### src/hw/rtl/mpoc_fifo.sv
`timescale 1ns / 1ps
`default_nettype none

module mpoc_fifo #(
	parameter int WIDTH = 8,
	parameter int DEPTH = 4
) (
	input  logic             clk,
	input  logic             arst_n,
	input  logic             push,
	input  logic [WIDTH-1:0] wdata,
	output logic             full,
	input  logic             pop,
	output logic [WIDTH-1:0] rdata,
	output logic             empty
);

	localparam int AW   = (DEPTH > 1) ? $clog2(DEPTH) : 1;
	localparam int CNTW = $clog2(DEPTH + 1);

	logic [WIDTH-1:0] mem_q [DEPTH];
	logic [AW-1:0]    wr_q;
	logic [AW-1:0]    rd_q;
	logic [CNTW-1:0]  cnt_q;
	logic             do_push;
	logic             do_pop;

	assign full    = (cnt_q == CNTW'(DEPTH));
	assign empty   = (cnt_q == '0);
	assign do_push = push && !full;
	assign do_pop  = pop && !empty;
	assign rdata   = mem_q[rd_q];

	// Pointers and fill level.
	always_ff @(posedge clk or negedge arst_n) begin
		if (!arst_n) begin
			wr_q  <= '0;
			rd_q  <= '0;
			cnt_q <= '0;
		end else begin
			if (do_push) begin
				wr_q <= (wr_q == AW'(DEPTH - 1)) ? '0 : wr_q + 1'b1;
			end
			if (do_pop) begin
				rd_q <= (rd_q == AW'(DEPTH - 1)) ? '0 : rd_q + 1'b1;
			end
			unique case ({do_push, do_pop})
				2'b10: cnt_q <= cnt_q + 1'b1;
				2'b01: cnt_q <= cnt_q - 1'b1;
				default: cnt_q <= cnt_q;
			endcase
		end
	end

	// Entry storage.
	always_ff @(posedge clk) begin
		if (do_push) begin
			mem_q[wr_q] <= wdata;
		end
	end

endmodule

`default_nettype wire

### config.mk
export PLATFORM = sky130hd
export DESIGN_NAME = mpoc_fifo
export DESIGN_NICKNAME = d
export VERILOG_FILES = /design/src/hw/rtl/mpoc_fifo.sv
export SDC_FILE = /design/constraint.sdc
export NUM_CORES = 1
export LEC_CHECK = 0
export BUFFER_PORTS_ARGS = -buffer_cell sky130_fd_sc_hd__clkbuf_2
export CORE_MARGIN = 1
export CORE_UTILIZATION = 55
export DETAILED_ROUTE_END_ITERATION = 8
export GPL_ROUTABILITY_DRIVEN = 0
export PLACE_DENSITY = 0.77
export SYNTH_ARGS = -nofsm -noshare
export SYNTH_HDL_FRONTEND = slang
export SYNTH_SLANG_ARGS = --single-unit
export TNS_END_PERCENT = 5
### constraint.sdc
create_clock -name clk -period 2.2 [get_ports clk]
set_input_delay 0.33 -clock clk [delete_from_list [all_inputs] [get_ports clk]]
set_output_delay 0.33 -clock clk [all_outputs]
set_load 0.01 [all_outputs]
==> impl.org <==
** Clocking
- Clock transition time at the flip-flop clock pins of the worst setup and hold paths :: 0.11 ns
- At the later pin of the worst-skew pair, clock insertion delay measures 0.34 ns.
- Max H-tree Level :: 2
- TritonCTS built the clock tree.
- Number of buffers created by CTS :: 5
- Total setup buffers inserted after CTS :: 0
- No sink is reached through more buffers than the 2 on the longest clock path.
- In this run the clock root is driven by a clkbuf_4.
- Clock net sink count :: 39

** Global route
- Via count of the first global-routing pass :: 823
- Number of antenna violations at the first check in global routing :: 0
- The first global-routing pass estimated 4040 um of wire.
- Across every metal layer, demand over resource in global routing totals 0.187.
- Maximum number of pins on one net before global-route repair :: 13
- Grt total ovfl :: 0

** Place
- Number of port buffers :: 21
- Pre-CTS worst setup slack :: 0.0528 ns
- Placed Area :: 0.00175 mm^2
- Detailed placement ended at an HPWL of 1690 um.

** Timing
- Post-Route Skew :: 0.00784 ns
- Final Slew Violations :: 0
- The worst path meets setup with 0.0842 ns of slack.
- Of the available clock period, the critical path in the final layout requires 0.962.
- For the pin with the worst max-slew slack, the measured transition is 0.409 ns.
- Setup TNS after final layout :: 0 ns
- RSZ-0062 raised after global routing :: true
- In this run the tightest slew margin relative to its limit is 0.727.
- Setup violations remaining at the end of the flow were counted as 0.
- Maximum clock frequency :: 473 MHz
- Hold Vio Cnt, Final :: 0
- Subtracting the final worst setup slack from the clock period gives 2.12 ns.

** Route
- Pre-antenna DRT Iters :: 4
- The routed design has 2460 um of wire.
- The routed layout has 794 vias.
- Once detail routing completed, the nets flagged for antenna violations numbered 0.
- After detailed routing, the average wire length per cell comes to 17.2 um.
- Ratio of routed vias to standard cells :: 5.55
- After detailed routing, the number of remaining DRC violations is 0.
- Number of violations reported at the end of detailed-routing iteration 0 :: 11

** Die
- Total die area :: 0.00315 mm^2
- The floorplan step defined a core boundary enclosing 0.00276 mm^2.
- For this configuration, the core starts out at a cell density of 0.584.
- Die Wd :: 56.1 um
- Number of I/O pins :: 22
- The die is 56.1 um tall.
- The initialized floorplan defines 19 standard-cell rows.

** Logic synthesis
- Unique cell type count in the Yosys netlist :: 19
- The Yosys step of the flow raised 0 warnings.
- The share of synthesized area in the top cell type comes to 0.596.
- Of all cell types, the one taking the most synthesized area is edfxtp_1.
- Mean instance size in the synthesized netlist :: 19.4 um^2
- After synthesis the netlist holds a flip-flop and latch count of 39.
- Post-synthesis instance area :: 0.00161 mm^2
- For this run, the register share of the synthesized area comes to 0.705.
- In the post-synthesis netlist, the biggest area contributors are edfxtp_1, mux4_2, dfrtp_1, ha_1, and3_2.
- In the synthesized netlist, the number of instances is 83.
- Net count after synthesis :: 102

** Power
- Cell internal power was estimated by the tool at 1.59 mW.
- Areal power density over the cells :: 1270 mW/mm^2
- Of the total power, combinational logic draws 0.342.
- In this run the power spent charging and discharging nets is 741 uW.
- Max IR drop VDD :: 963 uV
- Sequential share of power :: 0.495
- Of the total power, the share spent switching nets is 0.318.
- Clock share of power :: 0.163
- Lkg Pwr :: 0.730 nW

** Setup path
- Worst reg-to-reg setup slack :: 0.08 ns
- By startpoint and endpoint, the worst setup path is classified as reg2reg.
- Of all nets on the critical path, the largest fanout is 6.
- STA classifies the critical path endpoint as a flop.
- On the worst path, the slowest cell contributes a delay of 0.43 ns.
- On the critical path the largest part of the delay comes from simple AND/OR/NAND/NOR gates.
- Crit path max-delay cell type :: or3b_4
- Data on the critical path is required at its endpoint by 2.47 ns.
- Number of cells traversed by the worst register-to-register path :: 9
- Data arrives at the worst endpoint at 2.38 ns.
- Number of buffers and inverters on the critical path :: 2
- Chain of cells forming the critical path :: or3b_4, and2_4, inv_1, ha_2, inv_1, fa_2, xor2_1, nor2_1, xor2_1
- STA classifies the critical path startpoint as a flop.
- The worst register-to-register path begins at cnt_q[1].
- The critical path runs through a total of 9 cells.
- The worst register-to-register path ends at cnt_q[2].

** Final layout
- Of the cells placed in the final design, the portion with a size suffix greater than 1 is 0.446.
- # nets final :: 130
- Layout area overhead :: 13.7%
- After routing the design area is 0.00183 mm^2.
- Inserted Diodes :: 0

** Min path
- Along the worst hold path, the cell count comes to 1.
- Destination of the worst hold path :: mem_q[0][7]
- Beginning of the worst hold path :: wdata[7]
- The min-delay analysis places its worst path in the category in2reg.

** Run status
- The flow ran to the end, and the final reports show no timing, DRC or antenna violations.

** Flow run
- Max-cap violations in this run came to 0.
cells in the mapped netlist, drive strengths merged:
| cell | number |
|---|---|
| edfxtp | 32 |
| inv | 8 |
| mux4 | 8 |
| dfrtp | 7 |
| ha | 6 |
| and3 | 4 |
| mux2 | 4 |
| nor2 | 3 |
| buf | 2 |
| xor2 | 2 |
| and2 | 1 |
| fa | 1 |
| mux2i | 1 |
| nand2b | 1 |
| nor3 | 1 |
| or3b | 1 |
| xnor2 | 1 |
layer usage:
layer,routed length [um],GRT usage,up-vias
met5,0,0,-
met4,26,0.0871,0
met3,114,0.0767,2
met2,1270,0.304,18
met1,1050,0.217,402
li1,-,-,372
worst max path at each step:
stage | from | endpoint | slack (ns)
after floorplan | cnt_q[0] | cnt_q[2] | 0.13
after global placement | cnt_q[0] | cnt_q[2] | 0.12
after detailed placement | cnt_q[0] | cnt_q[2] | 0.05
after CTS | rd_q[0] | rdata[1] | 0.02
after global routing | cnt_q[1] | cnt_q[2] | -0.02
final | cnt_q[1] | cnt_q[2] | 0.08
state kept, by name, indices dropped and copies added, names as in the netlist:
signal	cells
mem_q	32
cnt_q	3
rd_q	2
wr_q	2
power by group through the flow:
stage | registers (mW) | clock network, mW | logic, mW
floorplan | 1.07 | 0 | 0.635
global placement | 1.16 | 0 | 0.780
detailed placement | 1.18 | 0 | 0.804
CTS | 1.16 | 0.391 | 0.809
global route | 1.19 | 0.424 | 0.877
finish | 1.15 | 0.380 | 0.798
final cells by class:
type | count | area (um^2)
flip-flops and latches | 39 | 1140
fillers | 198 | 925
repair buffers | 23 | 123
multi-input cells | 34 | 442
inverters | 8 | 30.0
well taps | 31 | 38.8
clock buffers | 6 | 51.3
clock inverters | 2 | 11.3
per-stage QoR:
step	cells	hold WS, ns	util	power, mW
after global routing	143	0.171	0.665	2.49
final	143	0.197	0.665	2.33
after floorplan	83	0.0344	-	1.71
after detailed placement	134	0.178	0.636	1.98
after global placement	134	0.174	0.636	1.94
after CTS	143	0.180	0.662	2.36
placed cells by master, fill, tap and decap left out, types with 3 or more instances in the layout:
cell      instances
clkbuf_2         21
inv_1             8
nor2_1            3
clkbuf_4          5
mux4_2            8
dfrtp_1           6
and3_2            4
ha_1              5
edfxtp_1         32
kinds of logic after synthesis:
family,share of synthesized area
DFF,0.705
muxes,0.151
and+or+nand+nor,0.0450
buffers and inverters,0.0241
adders and majority gates,0.0590
xor gates and xnor gates,0.0163
timing repair:
| action | in CTS | in global routing |
|---|---|---|
| hold buffers | 1 | 0 |
| endpoints found under the setup margin | 0 | 9 |
| endpoints found under the hold margin | 7 | 0 |
| gates resized for setup | 0 | 3 |
Note: power is estimated with default switching activity, not from simulation.
